## config.mk

```make
export PLATFORM = sky130hd
export DESIGN_NAME = timed_gripper_actuator_sequencer_core
export DESIGN_NICKNAME = d
export VERILOG_FILES = /design/src/sv/tgas_pkg.sv /design/src/sv/tgas_cfg_regs.sv /design/src/sv/tgas_seq.sv /design/src/sv/timed_gripper_actuator_sequencer_core.sv
export SDC_FILE = /design/constraint.sdc
export NUM_CORES = 1
export LEC_CHECK = 0
export BUFFER_PORTS_ARGS = -buffer_cell sky130_fd_sc_hd__buf_2
export CAP_MARGIN = 20
export CORE_MARGIN = 2
export CORE_UTILIZATION = 25
export DETAILED_ROUTE_END_ITERATION = 12
export GPL_TIMING_DRIVEN = 0
export PLACE_DENSITY = 0.51
export SYNTH_ARGS = -nofsm -noshare
export SYNTH_HDL_FRONTEND = slang
export SYNTH_SLANG_ARGS = --single-unit
```

## constraint.sdc

```tcl
create_clock -name clk -period 4.8 [get_ports clk]
set_input_delay 0.24 -clock clk [delete_from_list [all_inputs] [get_ports clk]]
set_output_delay 0.24 -clock clk [all_outputs]
set_load 0.005 [all_outputs]
```

## src/sv/tgas_pkg.sv

```systemverilog
`default_nettype none

package tgas_pkg;

	// Counter width default, the fixed duration register width and the thrust width
	localparam int TICK_COUNTER_BITS_DEF = 20;
	localparam int DUR_BITS = 20;
	localparam int THRUST_BITS = 16;

	// Register reset values
	localparam logic [THRUST_BITS-1:0] THRUST_THRESHOLD_RST = 16'd6554;
	localparam logic [DUR_BITS-1:0] ACTIVATION_TICKS_RST = 20'd2000;
	localparam logic [DUR_BITS-1:0] REACTIVATION_TICKS_RST = 20'd500;
	localparam logic [DUR_BITS-1:0] REFRESH_PERIOD_TICKS_RST = 20'd60000;

	// Register indexes on the configuration port
	typedef enum logic [1:0] {
		REG_THRUST_THRESHOLD     = 2'd0,
		REG_ACTIVATION_TICKS     = 2'd1,
		REG_REACTIVATION_TICKS   = 2'd2,
		REG_REFRESH_PERIOD_TICKS = 2'd3
	} reg_index_t;

	// Sequencer phase codes, as shown on the result
	typedef enum logic [2:0] {
		PH_IDLE      = 3'd0,
		PH_INIT_REL  = 3'd1,
		PH_READY     = 3'd2,
		PH_ENGAGING  = 3'd3,
		PH_LANDED    = 3'd4,
		PH_RELEASING = 3'd5,
		PH_REENGAGE  = 3'd6
	} phase_t;

	typedef struct packed {
		logic                   grip_request;
		logic [THRUST_BITS-1:0] thrust_level;
	} tgas_in_t;

	typedef struct packed {
		logic       engage_drive;
		logic       release_drive;
		logic       thrust_reset_pulse;
		logic [2:0] phase_code;
	} tgas_out_t;

	typedef struct packed {
		logic [THRUST_BITS-1:0] thrust_threshold;
		logic [DUR_BITS-1:0]    activation_ticks;
		logic [DUR_BITS-1:0]    reactivation_ticks;
		logic [DUR_BITS-1:0]    refresh_period_ticks;
	} tgas_cfg_t;

endpackage

`default_nettype wire

```

## src/sv/tgas_cfg_regs.sv

```systemverilog
`default_nettype none

module tgas_cfg_regs (
	input  wire logic                          clk,
	input  wire logic                          arst_n,
	input  wire logic                          cfg_valid,
	input  wire tgas_pkg::reg_index_t          cfg_index,
	input  wire logic [tgas_pkg::DUR_BITS-1:0] cfg_data,
	output tgas_pkg::tgas_cfg_t                cfg
);

	// Write the addressed register on each configuration beat
	always_ff @(posedge clk or negedge arst_n) begin
		if (!arst_n) begin
			cfg.thrust_threshold     <= tgas_pkg::THRUST_THRESHOLD_RST;
			cfg.activation_ticks     <= tgas_pkg::ACTIVATION_TICKS_RST;
			cfg.reactivation_ticks   <= tgas_pkg::REACTIVATION_TICKS_RST;
			cfg.refresh_period_ticks <= tgas_pkg::REFRESH_PERIOD_TICKS_RST;
		end else if (cfg_valid) begin
			unique case (cfg_index)
				tgas_pkg::REG_THRUST_THRESHOLD: begin
					cfg.thrust_threshold <= cfg_data[tgas_pkg::THRUST_BITS-1:0];
				end
				tgas_pkg::REG_ACTIVATION_TICKS: begin
					cfg.activation_ticks <= cfg_data;
				end
				tgas_pkg::REG_REACTIVATION_TICKS: begin
					cfg.reactivation_ticks <= cfg_data;
				end
				tgas_pkg::REG_REFRESH_PERIOD_TICKS: begin
					cfg.refresh_period_ticks <= cfg_data;
				end
				default: begin
				end
			endcase
		end
	end

endmodule

`default_nettype wire

```

## src/sv/tgas_seq.sv

```systemverilog
`default_nettype none

module tgas_seq #(
	parameter int TICK_COUNTER_BITS = tgas_pkg::TICK_COUNTER_BITS_DEF
) (
	input  wire logic                clk,
	input  wire logic                arst_n,
	input  wire tgas_pkg::tgas_cfg_t cfg,
	input  wire tgas_pkg::tgas_in_t  item,
	input  wire logic                advance,
	output tgas_pkg::tgas_out_t      result
);

	localparam int W = TICK_COUNTER_BITS;
	// Compare width covers both the counter and the duration registers
	localparam int CW = (W > tgas_pkg::DUR_BITS) ? W : tgas_pkg::DUR_BITS;
	localparam logic [W-1:0] CNT_MAX = '1;

	tgas_pkg::phase_t phase_q, phase_d;
	logic [W-1:0]     elapsed_q, elapsed_d, cnt_inc;
	logic             engage_q, engage_d;
	logic             release_q, release_d;
	logic             pulse, restart;
	logic [CW-1:0]    cnt_x, act_x, react_x, refr_x;

	// Work out one tick of the sequencer
	always_comb begin
		cnt_inc   = (elapsed_q == CNT_MAX) ? elapsed_q : elapsed_q + 1'b1;
		cnt_x     = CW'(cnt_inc);
		act_x     = CW'(cfg.activation_ticks);
		react_x   = CW'(cfg.reactivation_ticks);
		refr_x    = CW'(cfg.refresh_period_ticks);
		phase_d   = phase_q;
		engage_d  = engage_q;
		release_d = release_q;
		pulse     = 1'b0;
		restart   = 1'b0;
		unique case (phase_q)
			tgas_pkg::PH_IDLE: begin
				if (item.thrust_level >= cfg.thrust_threshold) begin
					release_d = 1'b1;
					phase_d   = tgas_pkg::PH_INIT_REL;
					restart   = 1'b1;
				end
			end
			tgas_pkg::PH_INIT_REL: begin
				if (cnt_x >= act_x) begin
					release_d = 1'b0;
					phase_d   = tgas_pkg::PH_READY;
				end
			end
			tgas_pkg::PH_READY: begin
				if (item.grip_request) begin
					engage_d = 1'b1;
					phase_d  = tgas_pkg::PH_ENGAGING;
					restart  = 1'b1;
				end
			end
			tgas_pkg::PH_ENGAGING: begin
				if (cnt_x > act_x) begin
					engage_d = 1'b0;
					phase_d  = tgas_pkg::PH_LANDED;
					pulse    = 1'b1;
					restart  = 1'b1;
				end
			end
			tgas_pkg::PH_LANDED: begin
				if (item.grip_request) begin
					engage_d  = 1'b0;
					release_d = 1'b1;
					phase_d   = tgas_pkg::PH_RELEASING;
					restart   = 1'b1;
				end else if (cnt_x > refr_x) begin
					engage_d = 1'b1;
					phase_d  = tgas_pkg::PH_REENGAGE;
					restart  = 1'b1;
				end
			end
			tgas_pkg::PH_RELEASING: begin
				if (cnt_x > act_x) begin
					release_d = 1'b0;
					phase_d   = tgas_pkg::PH_READY;
				end
			end
			tgas_pkg::PH_REENGAGE: begin
				// release only with thrust strictly above the take-off level
				if (item.grip_request && (item.thrust_level > cfg.thrust_threshold)) begin
					engage_d  = 1'b0;
					release_d = 1'b1;
					phase_d   = tgas_pkg::PH_RELEASING;
					restart   = 1'b1;
				end else if (cnt_x > react_x) begin
					engage_d = 1'b0;
					phase_d  = tgas_pkg::PH_LANDED;
					restart  = 1'b1;
				end
			end
			default: begin
			end
		endcase
		elapsed_d = restart ? '0 : cnt_inc;
	end

	assign result.engage_drive       = engage_d;
	assign result.release_drive      = release_d;
	assign result.thrust_reset_pulse = pulse;
	assign result.phase_code         = phase_d;

	// Advance the sequencer state once per tick taken
	always_ff @(posedge clk or negedge arst_n) begin
		if (!arst_n) begin
			phase_q   <= tgas_pkg::PH_IDLE;
			elapsed_q <= '0;
			engage_q  <= 1'b0;
			release_q <= 1'b0;
		end else if (advance) begin
			phase_q   <= phase_d;
			elapsed_q <= elapsed_d;
			engage_q  <= engage_d;
			release_q <= release_d;
		end
	end

endmodule

`default_nettype wire

```

## src/sv/timed_gripper_actuator_sequencer_core.sv

```systemverilog
`default_nettype none

// Gripper actuator sequencer: each input beat is one millisecond tick (grip request and
// thrust sample) and yields exactly one result beat with both drive levels, the thrust
// reset pulse and the phase code after that tick. One tick is taken every clock cycle
// unless the output stalls: a tick sits in the input register while the sequencer logic
// evaluates it against the current state, then the result lands in the output register,
// and the next tick enters as that result is loaded. A stalled output holds the pipe; the
// input register keeps taking ticks while it is empty. Configuration registers are
// written through the cfg port at any time, which is always ready, and take effect on
// the next tick evaluated. The tick counter saturates at 2^TICK_COUNTER_BITS-1.
module timed_gripper_actuator_sequencer_core #(
	parameter int TICK_COUNTER_BITS = tgas_pkg::TICK_COUNTER_BITS_DEF
) (
	input  wire logic                          clk,
	input  wire logic                          arst_n,
	input  wire logic                          in_valid,
	output logic                               in_ready,
	input  wire tgas_pkg::tgas_in_t            in_data,
	output logic                               out_valid,
	input  wire logic                          out_ready,
	output tgas_pkg::tgas_out_t                out_data,
	input  wire logic                          cfg_valid,
	output logic                               cfg_ready,
	input  wire tgas_pkg::reg_index_t          cfg_index,
	input  wire logic [tgas_pkg::DUR_BITS-1:0] cfg_data
);

	tgas_pkg::tgas_cfg_t cfg;
	tgas_pkg::tgas_in_t  item_s1;
	tgas_pkg::tgas_out_t result, out_data_s2;
	logic                valid_s1, out_valid_s2, advance;

	assign cfg_ready = 1'b1;

	tgas_cfg_regs u_cfg (
		.clk       (clk),
		.arst_n    (arst_n),
		.cfg_valid (cfg_valid),
		.cfg_index (cfg_index),
		.cfg_data  (cfg_data),
		.cfg       (cfg)
	);

	// Move a tick on when the output register is free or being drained
	assign advance  = valid_s1 && (!out_valid_s2 || out_ready);
	assign in_ready = !valid_s1 || advance;

	// Input register
	always_ff @(posedge clk or negedge arst_n) begin
		if (!arst_n) begin
			valid_s1 <= 1'b0;
		end else if (in_ready) begin
			valid_s1 <= in_valid;
		end
	end

	always_ff @(posedge clk) begin
		if (in_valid && in_ready) begin
			item_s1 <= in_data;
		end
	end

	tgas_seq #(
		.TICK_COUNTER_BITS (TICK_COUNTER_BITS)
	) u_seq (
		.clk     (clk),
		.arst_n  (arst_n),
		.cfg     (cfg),
		.item    (item_s1),
		.advance (advance),
		.result  (result)
	);

	// Result register: load on advance, drop once taken
	always_ff @(posedge clk or negedge arst_n) begin
		if (!arst_n) begin
			out_valid_s2 <= 1'b0;
		end else if (advance) begin
			out_valid_s2 <= 1'b1;
		end else if (out_ready) begin
			out_valid_s2 <= 1'b0;
		end
	end

	always_ff @(posedge clk) begin
		if (advance) begin
			out_data_s2 <= result;
		end
	end

	assign out_valid = out_valid_s2;
	assign out_data  = out_data_s2;

endmodule

`default_nettype wire

```

* Word-level counts from Yosys, hierarchy flattened
Index checks and enable logic that the tools add are counted.
** Cells by class
- Add/sub/neg operators :: 1
- Order comparisons :: 6
- Equality and inequality tests :: 10
- Muxes and demuxes :: 35
- Reduce and logical (&&, ||, !) cells :: 14
** Operator list (number)
- $gt 20x20->1 :: 3
- $mux 20 :: 2
- $mux 3 :: 9
- $pmux 3 s7 :: 1
- $add 20x1->20 const B :: 1
- $eq 20x20->1 const B :: 1
- $ge 20x20->1 :: 1
- $mux 1 :: 20
- $ge 16x16->1 :: 1
- $gt 16x16->1 :: 1
- $pmux 1 s5 :: 2
- $eq 3x3->1 const B :: 3
- $reduce_and 2->1 :: 4
- $eq 3x2->1 const B :: 2
- $eq 2x2->1 const B :: 2
- $pmux 1 s4 :: 1
- $eq 3x1->1 const B :: 1
- $logic_and 1x1->1 :: 3
- $logic_not 3->1 :: 1
- $eq 2x1->1 const B :: 1
- $logic_not 1->1 :: 2
- $logic_not 2->1 :: 1
- $logic_or 1x1->1 :: 2
- $reduce_bool 2->1 :: 1
** Storage, ports and cells
- Register bits after elaboration :: 126
- Input bits :: 44
- Output and inout port bits :: 9
- Word-level logic and storage cells :: 82

* Logic depth before layout (Yosys ltp)
Gate-level depths: netlist (run 1).
- Depth after elaboration :: 7
- Mapped depth :: 18
- Depth with buffers taken out :: 16

* Modules after synthesis
A second synthesis (run 1) with hierarchy kept.
** Second synthesis, totals
- Cell total of the unflattened synthesis :: 657
- Area, all modules :: 7315.8 µm²
** By module, submodules not included
- tgas_seq :: times used 1, cells an instance 461, area each 3636.0 µm², seq. area each 625.6 µm²
- tgas_cfg_regs :: times used 1, cells an instance 163, area each 2874.0 µm², seq. area each 1934.4 µm²
- timed_gripper_actuator_sequencer_core :: times used 1, cells an instance 33, area each 805.8 µm², seq. area each 740.7 µm²

* Least setup slack after synthesis (run 1)
OpenSTA, ideal clock, no wires.
- Path kind :: flip-flop to flip-flop
- Start :: reg u_seq.elapsed_q[3]
- End :: reg u_seq.elapsed_q[19]
- Library setup time :: 0.078 ns
- Arrival :: 4.121 ns
- Required time :: 4.722 ns
- Setup slack :: 0.601 ns
- Cell stages (with the launch flop) :: 18
- Path buffers :: 2
- Clock period less this slack :: 4.199 ns
- Path through :: dfrtp_1 > and4_4 > nand4_4 > nor4_4 > or2_2 > clkbuf_1 > nor2_1 > xor2_1 > ha_1 > a21o_1 > a221o_1 > and3_1 > a2111oi_1 > a2111oi_0 > nand2b_1 > buf_6 > or3b_1 > a21oi_1
** Between the ends
- Cells in the longest elaborated chain, start to end :: 7
- Elaborated cells between the ends (all ways) :: 13
- Classes of those cells :: add/sub: 1; order compare: 3; eq/ne: 1; mux: 8
** RTL lines
- start, declared :: line tgas_seq.sv:20 : logic [W-1:0] elapsed_q, elapsed_d, cnt_inc;
- start signal, assigned :: line tgas_seq.sv:118 : elapsed_q <= elapsed_d;
- $add 20x1->20 / $eq 20x20->1 (equally long branches) :: line tgas_seq.sv:28 : cnt_inc = (elapsed_q == CNT_MAX) ? elapsed_q : elapsed_q + 1'b1;
- $mux 20 (*) :: line tgas_seq.sv:28
- $gt 20x20->1, on equally long branches :: line tgas_seq.sv:92, tgas_seq.sv:73
- $mux 1, on equally long branches :: line tgas_seq.sv:92, tgas_seq.sv:73
- $mux 1, on equally long branches :: line tgas_seq.sv:87, tgas_seq.sv:68
- $pmux 1 s5 :: line tgas_seq.sv:38 : unique case (phase_q)
- $mux 20 (*) :: line tgas_seq.sv:101 : elapsed_d = restart ? '0 : cnt_inc;
Every way passes the cells marked *; elsewhere a longest branch is shown, timed or not.
A chain may end at the register's enable or synchronous reset.

* Final worst setup path (run 1)
- Start :: reg u_seq.elapsed_q[11]
- End :: reg u_seq.elapsed_q[4]
The elaborated chain is that of the path after synthesis.

==> impl_summary.md, run 1 <==
STA
The count of final max-slew check failures came to 0. Hold timing on the final database bottoms out at a slack of 0.0246 ns. The routed design could run at a clock period as short as 4.59 ns. Dividing the final minimum period by the clock period gives 0.956.

The headroom to the max-slew limit is 0.439. Across all setup checks in the final design, the least slack found is 0.211 ns. The worst clock skew is 0.0154 ns. The count of final setup violators is 0. After routing, the total negative slack on setup checks comes to 0 ns. The number of hold violations in the final report is 0.

The maximum clock frequency is 218 MHz. Setup repair after global routing left no endpoint under its margin. The actual transition at the worst max-transition pin is 0.842 ns.

Synthesis
The average instance area after synthesis is 10.6 um2. The count of yosys warnings during synthesis is 0. The async set or reset register ratio after synthesis is 0.817. The net count after synthesis is 825.

In this run, synthesis produced a sequential element count of 126. For this run, the leading register cell type out of synthesis is dfrtp_1. The number of library cell types mapped by synthesis is 67. The synthesized cell area is 7430 um2. The sequential element share of the synthesized area is 0.444. In this run, synthesis inferred 23 flip-flops with an integrated enable.

The synthesized netlist cell count is 704.

Place
The final RePlAce weighted congestion is 0.789. Before CTS, the worst setup slack after placement is -0.583 ns. The count of input and output buffers is 51. The HPWL after detailed placement is 14.1 mm.

Cells and area
The number of antenna repair diodes is 0. The number of nets in the layout is 925. Compared with the post-synthesis result, the final layout area differs by 23.1%. Once layout is complete, the utilization of the core stands at 0.310. The share of post-route cells with drive strength above 1 is 0.269.

Pwr
The share of total power dissipated in the clock network is 0.305. Dividing total power by cell area gives a power density of 432 nW/um2. For this design the total switching power over the nets is 1360 uW. The cell-internal power is 2600 uW. The logic gate share of total power is 0.328. The cell leakage power is 0.00417 uW.

The completed layout was analyzed and its total power is 3960 uW. VDD sags by at most 251 uV. The sequential power share is 0.368. The switching fraction of total power is 0.343.

Critical path
The worst setup path is captured at a flip-flop. The top fanout value on the critical path is 7. The startpoint-to-endpoint class of the critical path is flip-flop to flip-flop. In this run the critical register-to-register path is launched from u_seq.elapsed_q[11]$_DFFE_PN0P_. The depth of the worst register-to-register path is 17. The worst register-to-register path has a setup slack of 0.21 ns. The capture point of the worst reg-to-reg path is u_seq.elapsed_q[4]$_DFFE_PN0P_.

STA classifies the critical path startpoint as a flip-flop. The critical path required time is 5.15 ns. The critical path arrival is 4.94 ns.

Die
53 I/O pins were placed. The die extent in x is 176 um. The die covers 31100 um2.

The die is 176 um tall. The core region is 29500 um2. The number of placement rows is 63. For this configuration, the core starts out at a cell density of 0.252.

GRT
The initial antenna violation count was 0. Global routing finished with a remaining overflow of 0. The number of global-route vias before repair is 5484. Entering global routing, the biggest net connects 56 pins. Across every metal layer, demand over resource in global routing totals 0.127. The first global-routing pass estimated 30.2 mm of wire.

Worst hold path
The class of the tightest hold or removal check is input pin to flip-flop. The number of cells on the worst hold path is 2. The worst hold path terminates at valid_s1$_DFFE_PN0N_. In this run the most critical hold path is launched from in_valid.

Detailed routing
Dividing the detail-routed wire length by the instance count gives 15.5 um. The total wirelength of the detailed-routed design is 18.7 mm. After the first detailed-routing iteration, the DRC count stood at 267.

In the routed design, unresolved DRC markers number 0. Using the TritonRoute via totals, the vias-per-cell ratio works out to 4.49. The iteration count of the initial detailed-routing pass is 4.

The number of vias after detailed routing is 5425. The residual antenna-violating net count after detailed routing is 0.

Clock tree
The latest clock arrival within the worst-skew pair is 0.42 ns. The maximum number of buffers from clock root to sink is 2. The clock tree synthesis step divided the H-tree into 4 levels.

Clock-pin slew was measured on the worst setup and hold paths at 0.06 ns. CTS placed an instance of clkbuf_16 at the clock tree root. The clock net in this run drives a total of 126 sinks. The clock tree from TritonCTS is yes. TritonCTS created 17 clock buffers.

Run status
The run finished with clean final reports.

Flow run
Across the run, the number of max-cap violations was 0.
[what timing repair did]
action,4_1_cts,5_1_grt
cloned,0,1
hold buffers,18,0
endpoints found under the hold margin,60,0
resized for setup,9,18
pin swaps,3,9
setup endpoints to repair,20,20
buffers inserted,3,9
[synthesized netlist by cell type (3+ instances only)]
master	instances	area share
a211oi_1	6	0.0061
dfrtp_1	77	0.26
a22o_1	12	0.014
nand3b_1	5	0.0051
a21o_1	15	0.015
inv_1	81	0.041
nor4_1	3	0.0025
and3_1	3	0.0025
a211o_1	3	0.0035
or3_1	7	0.0059
xnor2_1	9	0.011
clkbuf_1	15	0.0076
o21ai_0	28	0.019
nor2_1	28	0.014
nand4_1	18	0.015
xor2_1	6	0.0071
nor2b_1	3	0.0025
mux2_2	63	0.095
and4_1	5	0.0059
a221o_1	5	0.0067
and2_1	5	0.0042
ha_1	77	0.13
o31ai_1	4	0.0040
nand3_1	15	0.010
o211ai_1	6	0.0061
a21oi_1	30	0.020
edfxtp_1	23	0.093
dfstp_2	26	0.092
nand2b_1	7	0.0059
nand2_1	60	0.030
a22oi_1	3	0.0030
nor3_1	10	0.0067
[worst max path at each step]
stage	from	to	slack, ns	cells past startpoint
finish	u_seq.elapsed_q[11]$_DFFE_PN0P_	u_seq.elapsed_q[4]$_DFFE_PN0P_	0.21	17
detailed placement	u_seq.elapsed_q[3]$_DFFE_PN0P_	u_seq.elapsed_q[17]$_DFFE_PN0P_	-0.58	17
CTS	u_seq.elapsed_q[11]$_DFFE_PN0P_	u_seq.elapsed_q[19]$_DFFE_PN0P_	0.02	17
global route	u_seq.elapsed_q[4]$_DFFE_PN0P_	u_seq.elapsed_q[10]$_DFFE_PN0P_	0.02	17
global placement	u_seq.elapsed_q[3]$_DFFE_PN0P_	u_seq.elapsed_q[17]$_DFFE_PN0P_	-0.58	17
floorplan	u_seq.elapsed_q[3]$_DFFE_PN0P_	u_seq.elapsed_q[19]$_DFFE_PN0P_	0.60	17
[state kept, by name (all words and copies together), names as in the netlist]
register and flops:
u_cfg.cfg 76, u_seq.phase_q 3, item_s1 17, out_data 6, u_seq.elapsed_q 20, u_seq.engage_q 1, u_seq.release_q 1, valid_s1 1
out_valid 1
[per-layer routing]
metal / global-route usage / vias up / wire length [um]
li1: - / 2720 / -
met1: 0.175 / 2614 / 9260
met2: 0.203 / 80 / 8810
met3: 0.0189 / 11 / 476
met4: 0.0410 / 0 / 195
met5: 0 / - / 0
[critical path: stages (launching register included)]
cell	delay [ns]
dfrtp_1	0.48
and4_1	0.23
nand2_1	0.16
nor4_4	0.07
buf_4	0.14
or4_4	0.51
or2_4	0.29
xnor2_2	0.26
ha_1	0.30
nand4_1	0.18
nor4_4	0.05
buf_4	0.16
a221o_1	0.44
o211a_1	0.26
nand3b_1	0.34
buf_6	0.25
nor4b_1	0.25
a211o_1	0.14
[layout by cell type (no fill, tap or decap), types with 6 or more instances in the layout]
| cell | instances |
|---|---|
| inv_1 | 81 |
| ha_1 | 77 |
| dfrtp_1 | 75 |
| mux2_2 | 63 |
| nand2_1 | 60 |
| buf_2 | 51 |
| a21oi_1 | 29 |
| o21ai_0 | 28 |
| nor2_1 | 26 |
| dfstp_2 | 26 |
| edfxtp_1 | 23 |
| nand4_1 | 18 |
| dlygate4sd3_1 | 18 |
| clkbuf_16 | 17 |
| buf_4 | 16 |
| nand3_1 | 15 |
| a21o_1 | 15 |
| clkbuf_1 | 13 |
| a22o_1 | 12 |
| nor3_1 | 9 |
| xnor2_1 | 7 |
| nand2b_1 | 7 |
| a211oi_1 | 6 |
| o211ai_1 | 6 |
| clkinvlp_4 | 6 |
[per-stage QoR]
| stage | cell area [um2] | std cells |
|---|---|---|
| after floorplan | 7430 | 704 |
| after global placement | 8170 | 1145 |
| after detailed placement | 8200 | 1146 |
| after CTS | 9010 | 1199 |
| after global routing | 9150 | 1207 |
| final | 9150 | 1207 |
[power by group through the flow]
stage          logic [uW]  registers, uW  clock network, uW
5_1_grt              1480           1480               1290
2_1_floorplan         893           1430                  0
4_1_cts              1270           1450               1240
3_5_place_dp         1240           1470                  0
6_report             1300           1450               1210
3_3_place_gp         1220           1470                  0
[final cells by class]
type	count	area (um2)
Clock inverter	15	124
Buffer	19	103
Tap cell	390	488
Timing Repair Buffer	83	563
Inverter	82	308
Multi-Input combinational cell	475	3830
Fill cell	3102	20300
Clock buffer	17	425
Sequential cell	126	3300
[cells by family (layout without fill, tap and decap cells)]
group,Yosys count,count (layout),share of synthesized area
AO/OA/AOI/OAI,130,130,0.119
XOR/XNOR,15,15,0.0177
adder cells (fa/ha/maj),77,77,0.130
buffers and inverters,103,216,0.0554
flip-flops,126,126,0.444
multiplexers,65,65,0.0982
other,1,1,0.000505
AND/OR/NAND/NOR,187,187,0.136
Power figures use the tool's default switching activity.
==> run 2: changes to the inputs <==
--- a/config.mk
+++ b/config.mk
@@ -7,7 +7,6 @@
 export LEC_CHECK = 0
 export BUFFER_PORTS_ARGS = -buffer_cell sky130_fd_sc_hd__buf_2
 export CAP_MARGIN = 20
-export CORE_MARGIN = 2
 export CORE_UTILIZATION = 25
 export DETAILED_ROUTE_END_ITERATION = 12
 export GPL_TIMING_DRIVEN = 0
@@ -15,3 +14,4 @@
 export SYNTH_ARGS = -nofsm -noshare
 export SYNTH_HDL_FRONTEND = slang
 export SYNTH_SLANG_ARGS = --single-unit
+export TNS_END_PERCENT = 10
==> impl_summary.md, run 2 (synthesis gave the netlist of run 1 again) <==
STA
The number of hold violations in the final report is 0 (unchanged). The count of final max-slew check failures was 0 (unchanged). The final critical-path share of the clock period is 0.955 (about the same).

The minimum clock period came to 4.59 ns (-0.00294 ns). The final total negative setup slack is 0 ns (unchanged). The actual transition at the worst max-transition pin is 0.858 ns (+0.0166 ns). The worst clock skew is 0.00890 ns (-0.00650 ns). The headroom to the max-slew limit is 0.428 (-0.0111). The maximum clock frequency is 218 MHz (about the same). The count of final setup violators is 0 (unchanged).

Worst hold path
The class of the tightest hold or removal check is input pin to flip-flop.

Cells and area
The number of fillers in the final layout is 2972 (-4.2%). The area growth from synthesis to layout is 23.3%. The number of nets in the layout is 922 (-0.32%). The share of post-route cells with drive strength above 1 came to 0.262 (-0.00761). In the final layout, the registers with the most flip-flops are u_cfg.cfg: 76 flops, u_seq.elapsed_q: 20 flops, item_s1: 17 flops.

The number of standard cells in the layout, taps in and fillers out is 1198 (-0.75%). The number of antenna repair diodes is 0 (unchanged). The register containing the most flip-flops in the final layout is u_cfg.cfg.

The final core utilization is 0.317 (+0.00641). In the layout the commonest cells are 81 x inv_1, 77 x ha_1, 76 x dfrtp_1. The number of flip-flops in the largest register is 76 (unchanged). The post-route cell area is 9160 um2 (+0.18%).

The library cell used most frequently in the layout, excluding fill and tap cells, is inv_1.

Detailed routing
Signal routing reaches up to met4. The number of vias per cell after detailed routing is 4.59 (+2.2%). The met3 wirelength from detailed routing was 514 um (+8.0%).

The count of routing violations after the opening detailed-route iteration was 251 (-6.0%). The iteration count of the initial detailed-routing pass is 5 (+1). The number of vias after detailed routing is 5501 (+1.4%). The post-detailed-route wirelength per cell is 15.5 um (about the same).

The detailed-routing wirelength on met1 is 8.97 mm (-3.1%). The total wirelength of the detailed-routed design was 18.6 mm (-0.83%). The met2 wire length came to 8.87 mm (+0.69%). The residual antenna-violating net count after detailed routing came to 0 (unchanged).

The remaining design rule violation count is 0 (unchanged).

Clock tree
The clock tree from TritonCTS is yes. Clock tree synthesis selected as its root buffer the cell clkbuf_16. The clock-pin transition on the worst setup and hold timing paths is 0.06 ns (about the same). The maximum number of buffers from clock root to sink is 2 (unchanged). The clock buffer count from CTS was 17 (unchanged). The depth of the CTS H-tree was 4 (unchanged). The latest clock arrival within the worst-skew pair is 0.42 ns (about the same). The clock sink count is 126 (unchanged).

Die
The area enclosed by the die boundary is 30400 um2 (-2.3%). The die height came to 174 um (-1.1%). The effective utilization at floorplan is 0.257 (+0.00475). The total core area is 28900 um2 (-1.9%). The top-level I/O count is 53 (unchanged).

The die extent in x is 174 um (-1.1%). The number of placement rows is 62 (-1.6%).

GRT
The overall routing resource usage came to 0.129 (+0.00285). The total global routing overflow is 0 (unchanged). The number of global-route vias before repair was 5553 (+1.3%). The initial antenna violation count was 0 (unchanged). The wire length of the first global-routing pass was 30.5 mm (+0.82%).

The maximum number of pins on one net before global-route repair is 55 (-1.8%).

Pwr
The power density over the cells is 453 nW/um2 (+4.7%). The cell leakage power was 0.00419 uW (+0.57%). The total power is 4150 uW (+4.9%). The maximum vdd drop was 258 uV (+2.9%).

Critical path
STA classifies the critical path endpoint as a flip-flop. The critical path required time was 5.14 ns (about the same). The critical path arrival is 4.93 ns (about the same).

The critical path is of the flip-flop to flip-flop type. The top fanout value on the critical path is 10 (+3). The sort of element at the start of the critical path is a flip-flop.

Place
The HPWL after detailed placement came to 14.2 mm (+0.77%). The post-placement cell area was 8200 um2 (about the same). The number of placed instances with taps included is 1140 (-0.52%). The final RePlAce weighted congestion is 0.787 (-0.25%).

The count of input and output buffers is 51 (unchanged).

Run status
The run finished with clean final reports.

Flow run
The count of max-cap constraint violations is 0 (unchanged).
run 2: cell types whose count changed in the layout (fill, tap and decap cells not counted), sizes merged:
cell / before / now
buf: 71 / 65
clkinvlp: 6 / 2
inv: 82 / 87
clkinv: 8 / 4
bufinv: 1 / 4
clkbuf: 30 / 33
run 2: path summary, 6_finish.rpt:
path,start,end,slack [ns],cells after the start
min in group asynchronous,arst_n,u_seq.elapsed_q[19]$_DFFE_PN0P_,0.43,2
min reg2reg,valid_s1$_DFFE_PN0N_,out_valid$_DFFE_PN0P_,0.49,1
max in group asynchronous,arst_n,u_cfg.cfg[47]$_DFFE_PN1P_,3.60,3
max reg2reg,u_seq.elapsed_q[5]$_DFFE_PN0P_,u_seq.elapsed_q[19]$_DFFE_PN0P_,0.21,16
max,u_seq.elapsed_q[5]$_DFFE_PN0P_,u_seq.elapsed_q[19]$_DFFE_PN0P_,0.21,16
min,in_valid,valid_s1$_DFFE_PN0N_,0.02,2
run 2: routing by layer:
| layer | GRT usage | vias to the layer above |
|---|---|---|
| met5 | 0 | - |
| met1 | 0.177 | 2669 |
| met2 | 0.210 | 87 |
| met4 | 0.0380 | 0 |
| met3 | 0.0186 | 21 |
| li1 | - | 2724 |
run 2: worst max-delay path, stage by stage (launching register included):
cell	delay, ns
dfrtp_1	0.44
and4_4	0.29
nand4_4	0.15
or2_4	0.29
or3_1	0.37
clkbuf_1	0.17
xnor2_1	0.40
ha_1	0.33
and4_1	0.22
nand4_1	0.13
a21oi_1	0.08
o31ai_1	0.49
a2111oi_1	0.21
nand2b_1	0.27
buf_6	0.18
or3b_1	0.34
a21oi_1	0.14
run 2: layout make-up:
cell class | instances | area [um2] | area share
multi-input combinational | 475 | 3800 | 0.415
sequential | 126 | 3300 | 0.360
timing repair buffer | 78 | 523 | 0.0571
tap | 384 | 480 | 0.0524
clock buffer | 17 | 425 | 0.0464
inverter | 82 | 308 | 0.0336
clock inverter | 15 | 209 | 0.0228
buffer | 21 | 111 | 0.0122
run 2: through the flow:
stage	setup WS, ns	hold WS (ns)
6_report	0.214	0.0190
3_5_place_dp	-0.430	0.352
3_3_place_gp	-0.487	0.417
5_1_grt	-0.0116	0.0222
2_1_floorplan	0.601	-0.0556
4_1_cts	0.0114	0.00551
run 2: repair_timing:
item / 4_1_cts / 5_1_grt
pin swaps: 2 / 5
hold buffers: 18 / 0
setup endpoints to repair: 20 / 20
buffers inserted: 2 / 4
cloned: 0 / 2
hold endpoints to repair: 61 / 0
gates resized for setup: 6 / 17
run 2: power by group:
part	switching (uW)	internal (uW)	leakage (uW)
registers	124	1330	0.00142
clock network	523	878	0.000303
logic	728	568	0.00247
==> run 3: changes to the inputs <==
--- a/config.mk
+++ b/config.mk
@@ -7,10 +7,12 @@
 export LEC_CHECK = 0
 export BUFFER_PORTS_ARGS = -buffer_cell sky130_fd_sc_hd__buf_2
 export CAP_MARGIN = 20
-export CORE_UTILIZATION = 25
+export CORE_UTILIZATION = 30
 export DETAILED_ROUTE_END_ITERATION = 12
+export GPL_ROUTABILITY_DRIVEN = 0
 export GPL_TIMING_DRIVEN = 0
-export PLACE_DENSITY = 0.51
+export MAX_ROUTING_LAYER = met4
+export PLACE_DENSITY = 0.56
 export SYNTH_ARGS = -nofsm -noshare
 export SYNTH_HDL_FRONTEND = slang
 export SYNTH_SLANG_ARGS = --single-unit
==> impl_summary.md, run 3 (synthesis gave the netlist of run 1 again) <==
Die
The number of placement rows is 57 (-8.1%). The area enclosed by the die boundary was 25400 um2 (-16%). The die height is 159 um (-8.6%). The die extent in x came to 159 um (-8.6%). The effective utilization at floorplan is 0.305 (+0.0487).

The top-level I/O count is 53 (unchanged). The total core area is 24300 um2 (-16%).

Critical path
The register-to-register path setup slack is 0.20 ns (about the same). The startpoint of the most critical register-to-register path is u_seq.elapsed_q[12]$_DFFE_PN0P_. The top fanout value on the critical path is 10 (unchanged). The capture point of the worst reg-to-reg path is u_seq.elapsed_q[13]$_DFFE_PN0P_.

The most critical setup path has its startpoint at u_seq.elapsed_q[12]$_DFFE_PN0P_. The sort of element at the start of the critical path is a flip-flop. The critical path arrival is 4.90 ns (-0.03 ns). The worst setup path is captured at a flip-flop. The critical path required time came to 5.10 ns (-0.04 ns). The depth of the worst register-to-register path came to 19 (+3). The critical path is of the flip-flop to flip-flop type.

Detailed routing
The remaining design rule violation count is 0 (unchanged). The number of vias after detailed routing is 5530 (+0.53%). The iteration count of the initial detailed-routing pass is 5 (unchanged).

The post-detailed-route wirelength per cell is 15.8 um (+2.1%). The residual antenna-violating net count after detailed routing came to 0 (unchanged). The count of routing violations after the opening detailed-route iteration was 251 (unchanged). The number of vias per cell after detailed routing came to 4.86 (+5.7%).

The total wirelength of the detailed-routed design is 18.0 mm (-2.9%).

Clock tree
The buffer type at the clock tree root is clkbuf_16. TritonCTS built the clock tree. The depth of the CTS H-tree came to 4 (unchanged). The clock buffer count from CTS was 17 (unchanged). The clock-pin transition on the worst setup and hold timing paths is 0.06 ns (about the same). The maximum number of buffers from clock root to sink came to 2 (unchanged).

The latest clock arrival within the worst-skew pair is 0.42 ns (about the same). The clock sink count came to 126 (unchanged).

GRT
The initial antenna violation count came to 0 (unchanged). The total global routing overflow is 0 (unchanged). The overall routing resource usage is 0.151 (+0.0215). The number of global-route vias before repair is 5388 (-3.0%).

The wire length of the first global-routing pass is 28.9 mm (-5.2%). The maximum number of pins on one net before global-route repair is 54 (-1.8%).

Pwr
The maximum vdd drop is 267 uV (+3.5%). The portion of total power attributed to the clock network is 0.312 (-0.026). The cell leakage power was 0.00417 uW (-0.57%). The logic gate share of total power is 0.324 (+0.012). The power density over the cells was 442 nW/um2 (-2.4%). The net switching component of the power came to 1330 uW (-3.2%).

The cell-internal power came to 2660 uW (-4.0%). The sequential power share came to 0.364 (+0.014). The switching fraction of total power is 0.333 (+0.00185).

Cells and area
The largest registers in the layout are u_cfg.cfg: 76 flops, u_seq.elapsed_q: 20 flops, item_s1: 17 flops. The number of antenna repair diodes is 0 (unchanged). The post-route cell area came to 9040 um2 (-1.4%). The number of nets in the layout is 923 (+0.11%). The library cell used most frequently in the layout, excluding fill and tap cells, is inv_1. The number of flip-flops in the largest register was 76 (unchanged). The register containing the most flip-flops in the final layout is u_cfg.cfg.

The share of post-route cells with drive strength above 1 is 0.256 (-0.00523). The number of fillers in the final layout is 2398 (-19%). Compared with the post-synthesis result, the final layout area differs by 21.7%. In the layout the commonest cells are 81 x inv_1, 77 x ha_1, 76 x dfrtp_1.

Worst hold path
The startpoint identified for the worst hold timing path is in_valid. The number of cells on the worst hold path is 2 (unchanged). The class of the tightest hold or removal check is input pin to flip-flop. For hold timing, the worst endpoint is valid_s1$_DFFE_PN0N_.

STA
The number of hold violations in the final report came to 0 (unchanged). The maximum clock frequency was 217 MHz (-0.26%). The headroom to the max-slew limit is 0.457 (+0.0290).

The worst hold slack is 0.0245 ns (+0.00552 ns). The final critical-path share of the clock period was 0.958 (+0.00250). The count of final max-slew check failures came to 0 (unchanged). The count of final setup violators is 0 (unchanged). The actual transition at the worst max-transition pin is 0.815 ns (-0.0435 ns). The worst clock skew was 0.00831 ns (-0.000591 ns). The minimum clock period is 4.60 ns (+0.0120 ns).

Place
The post-placement cell area is 8120 um2 (-0.92%). The count of input and output buffers is 51 (unchanged). The HPWL after detailed placement is 13.5 mm (-5.3%).

Run status
The run finished with clean final reports.

Flow run
The count of max-cap constraint violations is 0 (unchanged).
## run 3: critical path, cell delays in order, from the launching register on
cell      delay [ns]
dfrtp_1         0.45
and4_1          0.25
nand2_1         0.14
nor4_4          0.08
buf_4           0.14
or4_4           0.52
or2_4           0.30
xnor2_2         0.18
ha_1            0.32
nand4_1         0.20
buf_4           0.20
or2_4           0.24
a211o_1         0.30
o221ai_4        0.12
o211a_1         0.25
nand3b_1        0.12
buf_4           0.15
nor3_2          0.05
buf_4           0.21
a22o_1          0.24
## run 3: power groups by stage
stage / sequential, uW / combinational [uW] / clock, uW
6_report: 1450 / 1300 / 1250
5_1_grt: 1480 / 1460 / 1310
4_1_cts: 1450 / 1270 / 1270
3_5_place_dp: 1470 / 1230 / 0
3_3_place_gp: 1460 / 1210 / 0
2_1_floorplan: 1430 / 893 / 0
## run 3: layout make-up
cell class                      count  area [um2]  area share
Clock inverter                      9        83.8     0.00927
Inverter                           82         308      0.0340
Buffer                             21         106      0.0118
Clock buffer                       23         490      0.0543
Sequential cell                   126        3300       0.365
Multi-Input combinational cell    475        3810       0.422
Timing Repair Buffer               79         533      0.0590
Tap cell                          324         405      0.0448
## run 3: metal layers
layer	part of all wire	routed length, um	track usage
met4	0.0063	114	0.0262
met3	0.029	524	0.0292
met5	0	0	-
met2	0.47	8550	0.245
met1	0.49	8850	0.197
## run 3: stage by stage
stage	setup TNS, ns	util	worst slack, ns	instances	total power, uW
floorplan	0	-	0.601	704	2330
global placement	-7.00	0.333	-0.449	1079	2670
detailed placement	-7.22	0.334	-0.482	1080	2700
CTS	0	0.368	0.0192	1133	3990
global route	-0.00123	0.372	-0.00123	1139	4260
finish	0	0.372	0.202	1139	4000
## run 3: how the worst max path moves through the flow
stage	endpoint	slack [ns]	cells past startpoint
6_report	u_seq.elapsed_q[13]$_DFFE_PN0P_	0.20	19
2_1_floorplan	u_seq.elapsed_q[19]$_DFFE_PN0P_	0.60	17
5_1_grt	u_seq.elapsed_q[19]$_DFFE_PN0P_	-0.001	17
4_1_cts	u_seq.elapsed_q[6]$_DFFE_PN0P_	0.02	17
3_5_place_dp	u_seq.elapsed_q[17]$_DFFE_PN0P_	-0.48	17
3_3_place_gp	u_seq.elapsed_q[13]$_DFFE_PN0P_	-0.45	17
## run 3: timing repair
item / 4_1_cts / 5_1_grt
cloned: 0 / 1
setup endpoints to repair: 20 / 20
gates resized for setup: 7 / 13
pin swaps: 2 / 5
hold buffers: 18 / 0
setup buffers: 3 / 5
hold endpoints to repair: 52 / 0
